==> src/design/assert_macros.svh <==
// Assertion macros used by the scheduler decide sequencer (lbss_ctrl).
`ifndef ASSERT_MACROS_SVH
`define ASSERT_MACROS_SVH
`ifndef SYNTHESIS
`define LBSS_ASSERT(lbl, clk, rst, prop) \
  lbl: assert property (@(posedge clk) disable iff (rst) prop) \
    else $error("lbss assertion failed");
`define LBSS_ASSERT_NEXT(lbl, clk, rst, pre, post) \
  lbl: assert property (@(posedge clk) disable iff (rst) pre |=> post) \
    else $error("lbss assertion failed");
`else
`define LBSS_ASSERT(lbl, clk, rst, prop)
`define LBSS_ASSERT_NEXT(lbl, clk, rst, pre, post)
`endif
`endif

==> src/design/lbss_pkg.sv <==
// Types and constants of the layered buffer segment scheduler.
package lbss_pkg;

  localparam logic [1:0] OP_REPORT  = 2'd0;
  localparam logic [1:0] OP_CONSUME = 2'd1;
  localparam logic [1:0] OP_DECIDE  = 2'd2;

  localparam logic [1:0] PH_STEADY = 2'd0;
  localparam logic [1:0] PH_GROW   = 2'd1;
  localparam logic [1:0] PH_UP     = 2'd2;

  localparam int CFG_IDX_BITS = 3;
  localparam int CFG_DATA_BITS = 16;
  localparam logic [CFG_IDX_BITS-1:0] REG_MAX_LEVEL     = 3'd0;
  localparam logic [CFG_IDX_BITS-1:0] REG_GAMMA_MIN     = 3'd1;
  localparam logic [CFG_IDX_BITS-1:0] REG_ALPHA_STEP    = 3'd2;
  localparam logic [CFG_IDX_BITS-1:0] REG_SEGMENT_COUNT = 3'd3;
  localparam logic [CFG_IDX_BITS-1:0] REG_MAX_PHASE     = 3'd4;

  typedef enum logic [2:0] {
    S_IDLE,
    S_TOP,
    S_INIT,
    S_SCAN,
    S_UP,
    S_DONE
  } state_t;

  typedef struct packed {
    logic [1:0]  operation;
    logic [2:0]  layer;
    logic [7:0]  fill_count;
    logic [15:0] seg_num;
  } in_item_t;

  typedef struct packed {
    logic        found;
    logic [2:0]  chosen_layer;
    logic [15:0] next_segment;
    logic [1:0]  phase;
  } out_item_t;

  typedef struct packed {
    logic [2:0]  max_level;
    logic [3:0]  gamma_min;
    logic [3:0]  alpha_step;
    logic [15:0] segment_count;
    logic [1:0]  max_phase;
  } cfg_t;

  typedef struct packed {
    logic        fill_nz;
    logic [7:0]  fill;
    logic        cand_ok;
    logic [15:0] next_segment;
  } rd_t;

endpackage

==> src/design/lbss_table.sv <==
// Per-layer buffer table, last consumed segment and candidate segment logic.
module lbss_table #(
  parameter int NUM_LAYERS = 8,
  parameter int SEG_NUM_BITS = 16,
  parameter int LW = 3
) (
  input  logic                clk,
  input  logic                rst,
  input  logic                wr_en,
  input  lbss_pkg::in_item_t  wr_item,
  input  lbss_pkg::cfg_t      cfg,
  input  logic [LW-1:0]       idx,
  output lbss_pkg::rd_t       rd
);

  localparam int CW = SEG_NUM_BITS + 2;

  logic [7:0]              layer_fill [NUM_LAYERS];
  logic [SEG_NUM_BITS-1:0] layer_last_segment [NUM_LAYERS];
  logic [SEG_NUM_BITS:0]   last_consumed;

  logic [31:0]             seg_ext;
  logic [SEG_NUM_BITS-1:0] seg_masked;
  logic                    layer_ok;
  logic                    do_report;
  logic                    do_consume;
  logic [LW-1:0]           wr_idx;
  logic [CW-1:0]           lc_ext;
  logic [CW-1:0]           cand;
  logic [7:0]              fill_rd;

  assign seg_ext    = 32'(wr_item.seg_num);
  assign seg_masked = seg_ext[SEG_NUM_BITS-1:0];
  assign layer_ok   = 5'(wr_item.layer) < 5'(NUM_LAYERS);
  assign wr_idx     = LW'(wr_item.layer);
  assign do_report  = wr_en && (wr_item.operation == lbss_pkg::OP_REPORT) && layer_ok;
  assign do_consume = wr_en && (wr_item.operation == lbss_pkg::OP_CONSUME);

  always_ff @(posedge clk) begin
    if (rst) begin
      for (int i = 0; i < NUM_LAYERS; i++) begin
        layer_fill[i] <= '0;
      end
      last_consumed <= '1;
    end else begin
      if (do_report) begin
        layer_fill[wr_idx] <= wr_item.fill_count;
      end
      if (do_consume) begin
        last_consumed <= {1'b0, seg_masked};
      end
    end
  end

  always_ff @(posedge clk) begin
    if (do_report) begin
      layer_last_segment[wr_idx] <= seg_masked;
    end
  end

  assign fill_rd = layer_fill[idx];
  assign lc_ext  = {last_consumed[SEG_NUM_BITS], last_consumed};

  always_comb begin
    if (fill_rd != 8'd0) begin
      cand = {2'b00, layer_last_segment[idx]} + CW'(1);
    end else if (idx == '0) begin
      cand = lc_ext + CW'(1);
    end else begin
      cand = lc_ext + CW'(cfg.gamma_min);
    end
  end

  assign rd.fill_nz      = fill_rd != 8'd0;
  assign rd.fill         = fill_rd;
  assign rd.cand_ok      = !cand[CW-1] && (34'(cand) < 34'(cfg.segment_count));
  assign rd.next_segment = 16'(cand);

endmodule

==> src/design/lbss_ctrl.sv <==
// Decide sequencer: top search, steady and growing passes, upswitch, result register.
`include "assert_macros.svh"

module lbss_ctrl #(
  parameter int NUM_LAYERS = 8,
  parameter int LW = 3
) (
  input  logic                clk,
  input  logic                rst,
  input  logic                start,
  input  lbss_pkg::cfg_t      cfg,
  input  lbss_pkg::rd_t       rd,
  output logic [LW-1:0]       idx,
  output logic                busy,
  output logic                out_valid,
  input  logic                out_stall,
  output lbss_pkg::out_item_t out_data
);

  localparam int TB = $clog2((NUM_LAYERS + 2) * 15 + 1);
  localparam int CMPW = (TB > 8) ? TB : 8;

  lbss_pkg::state_t    state, state_next;
  logic [LW-1:0]       idx_next;
  logic [LW-1:0]       top, top_next;
  logic                pass, pass_next;
  logic [CMPW-1:0]     target, target_next;
  lbss_pkg::out_item_t res, res_next;
  logic                out_valid_next;
  logic                load;

  logic [LW-1:0]       lim;
  logic [LW:0]         span;
  logic [LW+4:0]       prod;
  logic                needy;

  always_comb begin
    if (5'(cfg.max_level) > 5'(NUM_LAYERS - 1)) begin
      lim = LW'(NUM_LAYERS - 1);
    end else begin
      lim = LW'(cfg.max_level);
    end
  end

  assign span  = {1'b0, top} + (pass ? (LW+1)'(2) : (LW+1)'(0));
  assign prod  = (LW+5)'(span) * (LW+5)'(cfg.alpha_step);
  assign needy = CMPW'(rd.fill) < target;
  assign load  = (state == lbss_pkg::S_DONE) && (!out_valid || !out_stall);
  assign busy  = state != lbss_pkg::S_IDLE;

  always_ff @(posedge clk) begin
    if (rst) begin
      state     <= lbss_pkg::S_IDLE;
      out_valid <= 1'b0;
    end else begin
      state     <= state_next;
      out_valid <= out_valid_next;
    end
  end

  always_ff @(posedge clk) begin
    idx    <= idx_next;
    top    <= top_next;
    pass   <= pass_next;
    target <= target_next;
    res    <= res_next;
    if (load) begin
      out_data <= res;
    end
  end

  always_comb begin
    state_next     = state;
    idx_next       = idx;
    top_next       = top;
    pass_next      = pass;
    target_next    = target;
    res_next       = res;
    out_valid_next = load || (out_valid && out_stall);
    unique case (state)
      lbss_pkg::S_IDLE: begin
        if (start) begin
          idx_next   = lim;
          state_next = lbss_pkg::S_TOP;
        end
      end
      lbss_pkg::S_TOP: begin
        if (rd.fill_nz || idx == '0) begin
          top_next   = idx;
          idx_next   = '0;
          pass_next  = 1'b0;
          state_next = lbss_pkg::S_INIT;
        end else begin
          idx_next = LW'(idx - 1'b1);
        end
      end
      lbss_pkg::S_INIT: begin
        target_next = CMPW'(prod) + CMPW'(cfg.gamma_min);
        state_next  = lbss_pkg::S_SCAN;
      end
      lbss_pkg::S_SCAN: begin
        if (needy && rd.cand_ok) begin
          res_next.found        = 1'b1;
          res_next.chosen_layer = 3'(idx);
          res_next.next_segment = rd.next_segment;
          res_next.phase        = pass ? lbss_pkg::PH_GROW : lbss_pkg::PH_STEADY;
          state_next            = lbss_pkg::S_DONE;
        end else if (idx == top) begin
          res_next = '0;
          if (!pass && cfg.max_phase >= lbss_pkg::PH_GROW) begin
            pass_next  = 1'b1;
            idx_next   = '0;
            state_next = lbss_pkg::S_INIT;
          end else if (pass && cfg.max_phase >= lbss_pkg::PH_UP && top < lim) begin
            idx_next   = LW'(top + 1'b1);
            state_next = lbss_pkg::S_UP;
          end else begin
            state_next = lbss_pkg::S_DONE;
          end
        end else begin
          idx_next    = LW'(idx + 1'b1);
          target_next = target - CMPW'(cfg.alpha_step);
        end
      end
      lbss_pkg::S_UP: begin
        res_next = '0;
        if (rd.cand_ok) begin
          res_next.found        = 1'b1;
          res_next.chosen_layer = 3'(idx);
          res_next.next_segment = rd.next_segment;
          res_next.phase        = lbss_pkg::PH_UP;
        end
        state_next = lbss_pkg::S_DONE;
      end
      lbss_pkg::S_DONE: begin
        if (load) begin
          state_next = lbss_pkg::S_IDLE;
        end
      end
      default: begin
        state_next = lbss_pkg::S_IDLE;
      end
    endcase
  end

  `LBSS_ASSERT(a_out_from_done, clk, rst, $rose(out_valid) |-> $past(state) == lbss_pkg::S_DONE)
  `LBSS_ASSERT(a_idle_zero, clk, rst, (out_valid && !out_data.found) |-> (out_data.chosen_layer == 3'd0 && out_data.next_segment == 16'd0 && out_data.phase == lbss_pkg::PH_STEADY))
  `LBSS_ASSERT(a_scan_range, clk, rst, (state == lbss_pkg::S_SCAN) |-> idx <= top)
  `LBSS_ASSERT_NEXT(a_up_done, clk, rst, state == lbss_pkg::S_UP, state == lbss_pkg::S_DONE)

endmodule

==> src/design/layered_buffer_segment_scheduler_unit.sv <==
// Layered buffer segment scheduler: top level with registers and handshakes.
// Report and consume items: accepted while idle, no result.
// Decide item: the result is built by the one-layer-per-cycle scan (top search, steady pass,
// growing pass, upswitch) and goes out through the output register with out_valid.
// One item at a time; the next item is taken while the result waits in the output register.
// rst (sync, active high) empties all layers, clears last consumed to -1, loads register defaults.
module layered_buffer_segment_scheduler_unit #(
  parameter int NUM_LAYERS = 8,
  parameter int SEG_NUM_BITS = 16
) (
  input  logic                                clk,
  input  logic                                rst,
  input  logic                                in_valid,
  output logic                                in_stall,
  input  lbss_pkg::in_item_t                  in_data,
  output logic                                out_valid,
  input  logic                                out_stall,
  output lbss_pkg::out_item_t                 out_data,
  input  logic                                cfg_write,
  input  logic [lbss_pkg::CFG_IDX_BITS-1:0]   cfg_index,
  input  logic [lbss_pkg::CFG_DATA_BITS-1:0]  cfg_data
);

  localparam int LW = (NUM_LAYERS > 1) ? $clog2(NUM_LAYERS) : 1;

  lbss_pkg::cfg_t cfg;
  lbss_pkg::rd_t  rd;
  logic [LW-1:0]  idx;
  logic           busy;
  logic           in_accept;
  logic           start;

  assign in_stall  = busy;
  assign in_accept = in_valid && !in_stall;
  assign start     = in_accept && (in_data.operation == lbss_pkg::OP_DECIDE);

  always_ff @(posedge clk) begin
    if (rst) begin
      cfg.max_level     <= 3'd7;
      cfg.gamma_min     <= 4'd3;
      cfg.alpha_step    <= 4'd3;
      cfg.segment_count <= 16'd65535;
      cfg.max_phase     <= lbss_pkg::PH_UP;
    end else if (cfg_write) begin
      unique case (cfg_index)
        lbss_pkg::REG_MAX_LEVEL:     cfg.max_level     <= cfg_data[2:0];
        lbss_pkg::REG_GAMMA_MIN:     cfg.gamma_min     <= cfg_data[3:0];
        lbss_pkg::REG_ALPHA_STEP:    cfg.alpha_step    <= cfg_data[3:0];
        lbss_pkg::REG_SEGMENT_COUNT: cfg.segment_count <= cfg_data;
        lbss_pkg::REG_MAX_PHASE:     cfg.max_phase     <= cfg_data[1:0];
        default: begin
        end
      endcase
    end
  end

  lbss_table #(
    .NUM_LAYERS   (NUM_LAYERS),
    .SEG_NUM_BITS (SEG_NUM_BITS),
    .LW           (LW)
  ) u_table (
    .clk     (clk),
    .rst     (rst),
    .wr_en   (in_accept),
    .wr_item (in_data),
    .cfg     (cfg),
    .idx     (idx),
    .rd      (rd)
  );

  lbss_ctrl #(
    .NUM_LAYERS (NUM_LAYERS),
    .LW         (LW)
  ) u_ctrl (
    .clk       (clk),
    .rst       (rst),
    .start     (start),
    .cfg       (cfg),
    .rd        (rd),
    .idx       (idx),
    .busy      (busy),
    .out_valid (out_valid),
    .out_stall (out_stall),
    .out_data  (out_data)
  );

endmodule

==> config.mk <==
export PLATFORM = sky130hd
export DESIGN_NAME = layered_buffer_segment_scheduler_unit
export DESIGN_NICKNAME = d
export VERILOG_FILES = /design/src/design/lbss_pkg.sv /design/src/design/lbss_table.sv /design/src/design/lbss_ctrl.sv /design/src/design/layered_buffer_segment_scheduler_unit.sv
export VERILOG_INCLUDE_DIRS = /design/src /design/src/design
export SDC_FILE = /design/constraint.sdc
export NUM_CORES = 1
export LEC_CHECK = 0
export BUFFER_PORTS_ARGS = -buffer_cell sky130_fd_sc_hd__buf_2
export CAP_MARGIN = 20
export CORE_ASPECT_RATIO = 0.8
export CORE_UTILIZATION = 60
export CTS_BUF_LIST = sky130_fd_sc_hd__clkbuf_4
export CTS_CLUSTER_DIAMETER = 100
export DETAILED_ROUTE_END_ITERATION = 10
export GPL_TIMING_DRIVEN = 0
export HOLD_SLACK_MARGIN = 0.02
export PLACE_DENSITY_LB_ADDON = 0.12
export SETUP_SLACK_MARGIN = 0.15
export SLEW_MARGIN = 40
export SYNTH_ARGS = -nofsm -noshare
export SYNTH_HDL_FRONTEND = slang
export SYNTH_SLANG_ARGS = --single-unit
==> constraint.sdc <==
create_clock -name clk -period 6.8 [get_ports clk]
set_input_delay 1.02 -clock clk [delete_from_list [all_inputs] [get_ports clk]]
set_output_delay 1.02 -clock clk [all_outputs]
set_load 0.05 [all_outputs]
== Word-level counts from Yosys, hierarchy flattened ==
Memories as Yosys holds them, arrays and structs flattened. A register that Yosys moved wholly into a read port is not among the register bits.
Cells that the tools add are included.
Cells by class
  equality and inequality tests: 21
  multipliers: 1
  magnitude comparators: 5
  reductions and logical operators: 41
  muxes and demuxes: 42
  add/subtract/negate cells: 9
Operator list (number)
  two-way mux 22 bit: 3
  two-way mux 3 bit: 15
  one-hot mux 22 bit (2 select lines): 1
  two-way mux 18 bit: 2
  two-way mux 8 bit: 3
  adder 17 x 2 -> 18 bit (second input constant): 1
  adder 17 x 5 -> 18 bit: 1
  less-than comparator 18 x 16 -> 1 bit: 1
  one-hot mux 3 bit (6 select lines): 1
  adder 16 x 1 -> 17 bit (second input constant): 1
  one-hot mux 8 bit (2 select lines): 1
  AND reduction 2 bit: 7
  two-way mux 1 bit: 13
  == test 3 x 2 -> 1 bit (second input constant): 4
  logical AND 1 bit: 11
  == test 3 bit (second input constant): 3
  zero test 3 bit: 3
  one-hot mux 3 bit (3 select lines): 1
  adder 8 x 4 -> 8 bit: 1
  less-than comparator 8 bit: 1
  multiplier 4 x 4 -> 8 bit: 1
  inequality test 2 x 1 -> 1 bit (second input constant): 4
  AND reduction 4 bit: 2
  nonzero test 8 bit: 1
  other kinds (24): 37
Storage, ports and cells
  output and inout bits: 24
  register bits after elaboration: 109
  bits in writable memories: 192
  input bits: 53
  word-level logic and storage cells: 141
  memories kept: 2
Memory list
  u_table.layer_last_segment: words 8, bits a word 16, read ports 1, clocked after Yosys merged registers in 1, write ports 1, line lbss_table.sv:19  | logic [SEG_NUM_BITS-1:0] layer_last_segment [NUM_LAYERS];
  u_table.layer_fill: words 8, bits a word 8, read ports 1, clocked after Yosys merged registers in 1, write ports 8, line lbss_table.sv:18  | logic [7:0] layer_fill [NUM_LAYERS];

== Depth between registers and ports, before layout ==
Gate-level depths: netlist (run 1).
  depth after elaboration: 9
  depth in mapped cells: 24
  depth with buffers taken out: 23

== By module ==
Synthesis (run 1) repeated with hierarchy kept, for this count alone.
Unflattened totals
  cell total of the unflattened synthesis: 1138
  area, all modules: 14865.5 µm²
By module, submodules not included
  lbss_table: sequential area each 6105.9 µm², cells each 694, times used 1, area an instance 10005.8 µm²
  lbss_ctrl: sequential area each 1851.8 µm², cells each 321, times used 1, area an instance 3673.5 µm²
  layered_buffer_segment_scheduler_unit: sequential area each 580.6 µm², cells each 123, times used 1, area an instance 1186.1 µm²

== Worst setup path before layout (run 1) ==
OpenSTA, ideal clock, no wires.
  path kind: register to register
  start: register (tool-made name)
  end: register u_ctrl.res[0] (netlist name), enable pin
  data arrival time: 5.751 ns
  period minus slack after synthesis: 6.183 ns
  cell stages (with the launch flop): 18
  slack: 0.617 ns
  buffers on the path: 3
  cell sequence: dfxtp_1 > buf_6 > mux4_2 > mux2_2 > nor4_1 > and4b_1 > buf_4 > buf_2 > o21ai_0 > ha_1 > a21o_1 > a21o_1 > a21o_1 > a221o_1 > a221oi_1 > nand3_4 > o21ba_2 > o21ai_0
RTL lines
  end signal, assigned: line lbss_ctrl.sv:66  | res <= res_next;
  end, declared: line lbss_ctrl.sv:28  | lbss_pkg::out_item_t res, res_next;

==> impl_metrics.json, run 1 <==
{
  "synth_seq_cells": 304,
  "r2r-end": "u_ctrl.res[7]",
  "synth-edff-count": 251,
  "drcViolationCount": 0,
  "track_usage_pct": 26.6,
  "fillers": 1649,
  "setup_viol": 0,
  "critPathArrivalTime_ns": 6.06,
  "fp.dieH_um": 141,
  "r2r_cells": 18,
  "min_from": "u_ctrl.res[8]",
  "drt-initial-drc-count": 841,
  "ys.warnings.count": 0,
  "dominantRegCellSynth": "edfxtp_1",
  "critical_path_class": "flop to flop",
  "place.gp.congestion": 0.862,
  "worstSetupStartpointType": "flop",
  "fin_util_pct": 70.0,
  "crit_chain": "buf_6 -> mux4_2 -> mux2_2 -> nor4_1 -> and4b_1 -> buf_4 -> buf_2 -> o21ai_0 -> ha_1 -> a21o_1 -> a21o_1 -> a21o_1 -> a221o_1 -> a221oi_1 -> nand3_4 -> o21ba_2 -> o21ai_4 -> buf_8",
  "grt_setup_unrepaired": "false",
  "max-cap-violations": 0,
  "synthTopCellsByArea": "edfxtp_1 52%, mux4_2 7.5%, dfxtp_1 7.4%",
  "clk_latency_ns": 0.69,
  "viasPerCell": 5.70,
  "post_cts_resized": 0,
  "layout-drive-gt1-share_pct": 25.6,
  "fmax_mhz": 176,
  "htree_levels": 3,
  "wl_per_cell_um": 19.6,
  "die_w_um": 175,
  "worst_path_max_delay_cell": "mux4_2",
  "synth_compound_area_share_pct": 5.85,
  "ctsHoldBuffers": 0,
  "crit_path_max_fanout": 19,
  "p_leak_nw": 6.43,
  "core_um2": 23500,
  "hold_class": "flop to flop",
  "grt_remaining_overflow": 0,
  "ys_seq_area_share_pct": 59.6,
  "fin_skew_ns": 0.0440,
  "die_area_um2": 24700,
  "cp.required_ns": 7.16,
  "synthXorXnorAreaFrac_pct": 2.55,
  "outcome": "complete, no violations",
  "syn-num-nets": 1165,
  "hold_depth": 0,
  "io_pins": 77,
  "placed_cells": 1449,
  "syn_to_final_growth_pct": 14.2,
  "rrSetupSlack_ns": 1.11,
  "yosys.area_share.adder_pct": 6.02,
  "drtAntennaViolNets": 0,
  "finalMaxSlewViolations": 0,
  "row_count": 50,
  "period_minus_slack_ns": 5.69,
  "worstSetupEndpointType": "flop",
  "holdPathEnd": "u_ctrl.out_data[8]",
  "grt_pass1_vias": 8926,
  "ir_drop_v": 0.000152,
  "vias": 9043,
  "power_density_nw_per_um2": 370,
  "synth_area_per_cell_um2": 13.8,
  "cts_sinks": 304,
  "period_share_pct": 83.7,
  "synthMuxAreaShare_pct": 11.4,
  "antenna_found_initial": 2,
  "cts_tree": "done",
  "clk_pin_slew_worst_paths_ns": 0.07,
  "postRouteWirelength_mm": 31.2,
  "cts_made_buffers": 76,
  "whs_ns": 0.401,
  "synth_top_area_share_pct": 52.3,
  "synthSimpleGateAreaFrac_pct": 11.3,
  "fin_setup_tns_ns": 0,
  "synth_top_family_by_area": "multiplexers",
  "drt-pass1-iter-count": 5,
  "cpMostUsedCell": "a21o_1",
  "cts_buffer_depth": 3,
  "hold_violations": 0,
  "cts_root_buffer": "clkbuf_4",
  "synth_cells": 1048,
  "design_area_um2": 16500,
  "worst_pin_slew_ns": 0.884,
  "synth.distinct_cells": 65,
  "initial_core_util_pct": 61.3,
  "dp_hpwl_mm": 22.0,
  "place.port_buffers": 76,
  "final_cells": 1587,
  "grt_max_degree": 20,
  "netlist_area_um2": 14400,
  "max_stage_delay_ns": 0.57,
  "grt_pass1_wl_mm": 49.2,
  "maxSlewHeadroom_pct": 40.7,
  "post_dp_cell_area_um2": 15500,
  "async_reset_ff_share_pct": 0,
  "synth_top_area_cell": "edfxtp_1",
  "cts_setup_buffers": 0,
  "fin_nets": 1332
}
==> cells by family after synthesis <==
kind of cell             after synthesis
multiplexers                         102
adder cells (fa/ha/maj)               64
AND/OR/NAND/NOR                      315
AO/OA/AOI/OAI                        123
buffers and inverters                 98
XOR/XNOR                              42
flip-flops                           304
==> cells in the mapped netlist, drive strengths merged, types with 3 or more instances <==
cell type / instances
edfxtp: 251
and2: 84
nand2: 82
inv: 60
ha: 55
nor2: 54
dfxtp: 53
mux4: 48
mux2i: 36
o21ai: 29
xnor2: 29
o211ai: 24
a21oi: 21
buf: 19
clkbuf: 18
mux2: 18
nand3: 17
and3: 16
nor3: 16
xor2: 13
a21o: 11
fa: 9
nand2b: 9
nor2b: 8
nand4: 7
a31oi: 6
or2: 6
a211o: 5
o21bai: 5
nor4: 4
o21a: 4
a211oi: 3
or4: 3
==> placed cells by master, fill, tap and decap left out, types with 21 or more instances in the layout <==
cell        n
nor2_1     48
o21ai_0    21
edfxtp_1  251
clkbuf_4  110
ha_1       55
dfxtp_1    53
mux2i_1    36
o211ai_1   22
nand2_1    82
inv_1      59
xnor2_1    29
and2_1     84
buf_2      79
mux4_2     48
==> how the worst max path moves through the flow <==
| stage | from | endpoint | slack (ns) | depth (start not counted) |
|---|---|---|---|---|
| 3_5_place_dp | flop | u_ctrl.res[13] | 1.16 | 18 |
| 6_report | flop | u_ctrl.res[7] | 1.11 | 18 |
| 3_3_place_gp | flop | u_ctrl.res[13] | -0.75 | 17 |
| 2_1_floorplan | flop | u_ctrl.res[0] | 0.62 | 17 |
| 4_1_cts | flop | u_ctrl.res[8] | 1.12 | 18 |
| 5_1_grt | flop | u_ctrl.res[9] | 0.93 | 18 |
==> power breakdown <==
group / switching [mW] / total [mW] / leakage (nW) / internal (mW)
Clock: 0.734 / 1.52 / 0.576 / 0.788
Combinational: 1.27 / 2.30 / 3.08 / 1.03
Sequential: 0.0592 / 2.27 / 2.78 / 2.21
Total: 2.06 / 6.09 / 6.43 / 4.03
==> worst max-delay path, delay by kind of cell, from the launching register on <==
kind            cells  cell delay (ns)
fa+ha+maj           1             0.36
mux                 2             0.88
compound gates      8             2.07
simple gates        3             0.81
flops               1             0.37
buf+inv             4             0.88
==> sequential cells by signal, indices dropped and copies added, names as in the netlist, 8 cells and up, named ones only <==
name                        count
u_table.layer_last_segment    128
u_ctrl.res                     22
u_ctrl.target                   8
u_table.layer_fill             64
u_table.last_consumed          17
cfg                            29
u_ctrl.out_data                22
==> routing by layer <==
layer / vias to the layer above / wire [um] / part of all wire (%) / global-route usage, %
li1: 4275 / - / - / -
met1: 4391 / 14800 / 47 / 39.9
met3: 56 / 2030 / 6.5 / 5.69
met5: - / 0 / 0 / 0
met4: 0 / 682 / 2.2 / 8.70
met2: 321 / 13700 / 44 / 38.7
==> metrics by stage <==
step | worst slack [ns] | total power, mW
after floorplan | 0.617 | 4.03
after global placement | -0.746 | 4.53
after detailed placement | 1.16 | 4.59
after CTS | 1.12 | 6.12
after global routing | 0.929 | 6.48
final | 1.11 | 6.09
==> layout make-up <==
type	count	area [um2]	area share (%)
antenna	2	5.00	0.0304
buffer	37	239	1.45
clock buffer	110	826	5.01
clock inverter	26	143	0.866
inverter	61	229	1.39
multi-input combinational	646	5480	33.3
sequential	304	8600	52.2
tap	312	390	2.37
timing repair buffer	89	566	3.43
No activity file was read; power rests on OpenSTA's default activity.
==> inputs of run 2 (changes only) <==
==> constraint.sdc (replaced) <==
create_clock -name clk -period 5.6 [get_ports clk]
set_input_delay 0.84 -clock clk [delete_from_list [all_inputs] [get_ports clk]]
set_output_delay 0.84 -clock clk [all_outputs]
set_load 0.05 [all_outputs]
==> run 2 against run 1 <==
  * Die area unchanged
  * Final cell count up 0.13%
  * Clock power is 21% higher
  * Wire length up 1.6%
==> impl_metrics.json, run 2 (same netlist as run 1, synthesis figures left out) <==
{
  "cpMostUsedCell": "a21o_1",
  "critPathArrivalTime_ns": 5.69,
  "worstSetupEndpointType": "flop",
  "hold_violations": 0,
  "ctsHoldBuffers": 0,
  "worst_path_max_delay_cell": "mux4_2",
  "dp_hpwl_mm": 22.1,
  "row_count": 50,
  "cts_buffer_depth": 3,
  "ir_drop_v": 0.000216,
  "layout-drive-gt1-share_pct": 26.2,
  "p_leak_nw": 6.45,
  "worst_pin_slew_ns": 0.802,
  "cp.required_ns": 6.00,
  "setup_viol": 0,
  "fin_setup_tns_ns": 0,
  "grt_max_degree": 19,
  "period_minus_slack_ns": 5.29,
  "fin_skew_ns": 0.0462,
  "vias": 9148,
  "mostFrequentLayoutCell": "edfxtp_1",
  "drt-initial-drc-count": 833,
  "clk_latency_ns": 0.69,
  "fp.dieH_um": 141,
  "fmax_mhz": 189,
  "viasPerCell": 5.76,
  "place.port_buffers": 76,
  "max_stage_delay_ns": 0.58,
  "p_total_mw": 7.44,
  "fillers": 1666,
  "postRouteWirelength_mm": 31.7,
  "syn_to_final_growth_pct": 14.5,
  "crit_chain": "buf_6 -> mux4_2 -> mux2_2 -> nor4_1 -> and4b_1 -> buf_4 -> clkbuf_4 -> o21ai_0 -> ha_1 -> a21o_1 -> a21o_1 -> a21o_1 -> a221o_1 -> a221oi_2 -> nand3_4 -> o21ba_2 -> o21ai_4 -> buf_12",
  "rrSetupSlack_ns": 0.31,
  "power_density_nw_per_um2": 450,
  "use_met3_pct": 5.34,
  "finalMaxSlewViolations": 0,
  "reg_top3": "u_table.layer_last_segment x128, u_table.layer_fill x64, cfg x29",
  "initial_core_util_pct": 61.3,
  "grt_remaining_overflow": 0,
  "cts_root_buffer": "clkbuf_4",
  "grt_setup_unrepaired": "false",
  "grt_pass1_vias": 8953,
  "grt_pass1_wl_mm": 49.2,
  "maxSlewHeadroom_pct": 46.1,
  "max-cap-violations": 0,
  "grtUsageMet1_pct": 39.1,
  "outcome": "complete, no violations",
  "drtAntennaViolNets": 0,
  "critical_path_class": "flop to flop",
  "crit_path_max_fanout": 10,
  "io_pins": 77,
  "whs_ns": 0.376,
  "wl_per_cell_um": 19.9,
  "htree_levels": 3,
  "top_usage_layer": "met2",
  "final_cell_mix": "251 x edfxtp_1, 111 x clkbuf_4, 84 x and2_1, 82 x nand2_1, 80 x buf_2",
  "largest_reg_flops": 128,
  "core_um2": 23500,
  "worstSetupStartpointType": "flop",
  "cts_sinks": 304,
  "grt_use_met2_pct": 39.5,
  "regArea_um2": 8600,
  "drcViolationCount": 0,
  "cts_made_buffers": 76,
  "drt-pass1-iter-count": 7,
  "track_usage_pct": 26.5,
  "die_area_um2": 24700,
  "period_share_pct": 94.5,
  "hold_class": "input port to flop",
  "die_w_um": 175,
  "clk_pin_slew_worst_paths_ns": 0.07,
  "multi_input_area_um2": 5500,
  "fin_nets": 1337,
  "antenna_found_initial": 2,
  "largest-register": "u_table.layer_last_segment",
  "place.gp.congestion": 0.851,
  "cts_tree": "done"
}
## run 2: changes by cell type in the layout (fill, tap and decap cells not counted), moves of 2 or more
cell	before	now
buf_8	5	7
buf_12	0	2
clkinv_1	18	14
buf_16	3	1
## run 2: final timing paths
| check | cells past startpoint | to | startpoint |
|---|---|---|---|
| max | 18 | u_ctrl.res[21] | flop |
| min | 3 | cfg[16] | cfg_data[14] |
| max reg2reg | 18 | u_ctrl.res[21] | flop |
| min reg2reg | 0 | u_ctrl.out_data[14] | u_ctrl.res[14] |
## run 2: critical path: cells and delay by family (launching register included)
family	cells	cell delay [ns]
buffers and inverters	4	0.80
muxes	2	0.89
adders and majority gates	1	0.34
DFF	1	0.37
and+or+nand+nor	3	0.67
AOI/OAI and AO/OA	8	1.95
## run 2: layout make-up
cell class	count	area share, %
antenna	2	0.0303
buffer	37	1.46
clock buffer	110	5.00
clock inverter	23	0.803
inverter	61	1.39
multi-input combinational	647	33.3
sequential	304	52.1
tap	312	2.36
timing repair buffer	93	3.58
## run 2: power breakdown
| group | leakage [nW] | internal, mW | switching, mW |
|---|---|---|---|
| Combinational | 3.09 | 1.27 | 1.58 |
| Clock | 0.573 | 0.955 | 0.880 |
| Sequential | 2.78 | 2.68 | 0.0725 |
## run 2: what timing repair did
item / CTS / global route
gates resized for setup: 2 / 2
buffers inserted: 1 / 3
pin swaps: 2 / 2
setup endpoints to repair: 30 / 30
cloned: 1 / 0
## run 2: per-stage QoR
stage,setup WS (ns),utilization (%),cell area (um2),instances
detailed placement,-0.172,65.7,15500,1449
finish,0.307,70.2,16500,1589
global placement,-0.490,64.6,15200,1436
CTS,0.174,70.0,16500,1584
global route,0.163,70.2,16500,1589
floorplan,0.429,-,14400,1048
## run 2: layer usage
metal  wire [um]  up-vias
li1            -     4291
met1       14500     4449
met2       14200      350
met3        2300       58
met4         623        0
met5           0        -
==> inputs of run 3 (changes only) <==
--- a/config.mk
+++ b/config.mk
@@ -15,6 +15,7 @@
 export DETAILED_ROUTE_END_ITERATION = 10
 export GPL_TIMING_DRIVEN = 0
 export HOLD_SLACK_MARGIN = 0.02
+export MAX_ROUTING_LAYER = met4
 export PLACE_DENSITY_LB_ADDON = 0.12
 export SETUP_SLACK_MARGIN = 0.15
 export SLEW_MARGIN = 40
==> run 3 against run 2 <==
  * Worst hold slack barely moved
  * Final cell count did not move
  * Sequential power barely moved
  * Fmax rose by 0.37%
  * Critical path depth did not move
  * Design area did not move
==> impl_metrics.json, run 3 (same netlist as run 1, synthesis figures left out) <==
{
  "final_cell_mix": "251 x edfxtp_1, 111 x clkbuf_4, 84 x and2_1, 82 x nand2_1, 80 x buf_2",
  "grt_setup_unrepaired": "false",
  "grt_pass1_wl_mm": 49.1,
  "clk_pin_slew_worst_paths_ns": 0.07,
  "period_share_pct": 94.2,
  "grt_remaining_overflow": 0,
  "fillers": 1666,
  "syn_to_final_growth_pct": 14.5,
  "setup_viol": 0,
  "io_pins": 77,
  "worstSetupStartpointType": "flop",
  "fin_skew_ns": 0.0545,
  "wl_per_cell_um": 19.8,
  "dp_slack_ns": -0.172,
  "postRouteWirelength_mm": 31.5,
  "crit_path_max_fanout": 11,
  "cts_buffer_depth": 3,
  "critical_path_class": "flop to flop",
  "hold_class": "input port to flop",
  "drcViolationCount": 0,
  "fp.dieH_um": 141,
  "p_leak_nw": 6.45,
  "worst_pin_slew_ns": 0.819,
  "clk_latency_ns": 0.69,
  "reg_top3": "u_table.layer_last_segment x128, u_table.layer_fill x64, cfg x29",
  "place.gp.congestion": 0.864,
  "hold_violations": 0,
  "drtAntennaViolNets": 0,
  "cts_made_buffers": 76,
  "vias": 9155,
  "cts_tree": "done",
  "core_um2": 23500,
  "outcome": "complete, no violations",
  "place.port_buffers": 76,
  "min_from": "cfg_data[14]",
  "fin_setup_tns_ns": 0,
  "track_usage_pct": 27.3,
  "mostFrequentLayoutCell": "edfxtp_1",
  "critPathArrivalTime_ns": 5.65,
  "grt_max_degree": 19,
  "cp.required_ns": 5.97,
  "worstSetupEndpointType": "flop",
  "viasPerCell": 5.76,
  "maxSlewHeadroom_pct": 45.0,
  "drt-pass1-iter-count": 5,
  "setup_ws_ns": 0.326,
  "initial_core_util_pct": 61.3,
  "largest-register": "u_table.layer_last_segment",
  "fin_nets": 1337,
  "dp_hpwl_mm": 22.1,
  "cts_sinks": 304,
  "die_area_um2": 24700,
  "die_w_um": 175,
  "grt_pass1_vias": 8964,
  "finalMaxSlewViolations": 0,
  "fmax_mhz": 190,
  "ir_drop_v": 0.000215,
  "drt-initial-drc-count": 812,
  "row_count": 50,
  "layout-drive-gt1-share_pct": 26.2,
  "period_minus_slack_ns": 5.27,
  "p_total_mw": 7.43,
  "antenna_found_initial": 2,
  "max-cap-violations": 0,
  "power_density_nw_per_um2": 450,
  "htree_levels": 3,
  "largest_reg_flops": 128,
  "cts_root_buffer": "clkbuf_4"
}
==> run 3: final timing paths <==
| path | to | slack (ns) | cells past startpoint |
|---|---|---|---|
| worst max register to register | u_ctrl.res[14] | 0.33 | 18 |
| worst min register to register | u_ctrl.out_data[14] | 0.40 | 0 |
| worst max-delay path | u_ctrl.res[14] | 0.33 | 18 |
| worst min-delay path | cfg[16] | 0.38 | 3 |
==> run 3: what timing repair did <==
| action | CTS | global route |
|---|---|---|
| endpoints found under the setup margin | 30 | 30 |
| resized for setup | 2 | 2 |
| gates cloned | 1 | 0 |
| pin swaps | 2 | 2 |
| hold buffers | 0 | 0 |
| setup buffers | 1 | 3 |
| endpoints found under the hold margin | 0 | 0 |
==> run 3: area by class of cell <==
cell class / count / area [um2] / area share (%)
flip-flops and latches: 304 / 8600 / 52.1
multi-input cells: 647 / 5500 / 33.3
clock buffers: 110 / 826 / 5.00
repair buffers: 93 / 591 / 3.58
well taps: 312 / 390 / 2.36
plain buffers: 37 / 241 / 1.46
inverters: 61 / 229 / 1.39
clock inverters: 23 / 133 / 0.803
diodes: 2 / 5.00 / 0.0303
==> run 3: stage by stage <==
step	cell area, um2	util, %	hold slack [ns]	std cells
finish	16500	70.2	0.376	1589
CTS	16500	70.0	0.326	1584
detailed placement	15500	65.7	0.405	1449
global placement	15200	64.6	0.402	1436
global route	16500	70.2	0.340	1589
floorplan	14400	-	0.400	1048
==> run 3: metal layers <==
layer  GRT usage, %  part of all wire, %
met1           39.1                   46
met2           39.5                   45
met3           5.20                  7.3
met4           9.29                  2.2
met5              -                    0
==> run 3: power by group <==
part / internal (mW) / switching (mW)
Sequential: 2.68 / 0.0724
Combinational: 1.27 / 1.57
Clock: 0.955 / 0.877
Total: 4.91 / 2.52
==> run 3: critical path, stage by stage, from the launching register on <==
cell and delay, ns:
dfxtp_1 0.37, buf_6 0.20, mux4_2 0.58, mux2_2 0.31
nor4_1 0.29, and4b_1 0.23, buf_4 0.19, clkbuf_4 0.24
o21ai_0 0.18, ha_1 0.34, a21o_1 0.18, a21o_1 0.17
a21o_1 0.18, a221o_1 0.35, a221oi_2 0.35, nand3_4 0.15
o21ba_2 0.31, o21ai_4 0.18, buf_12 0.17
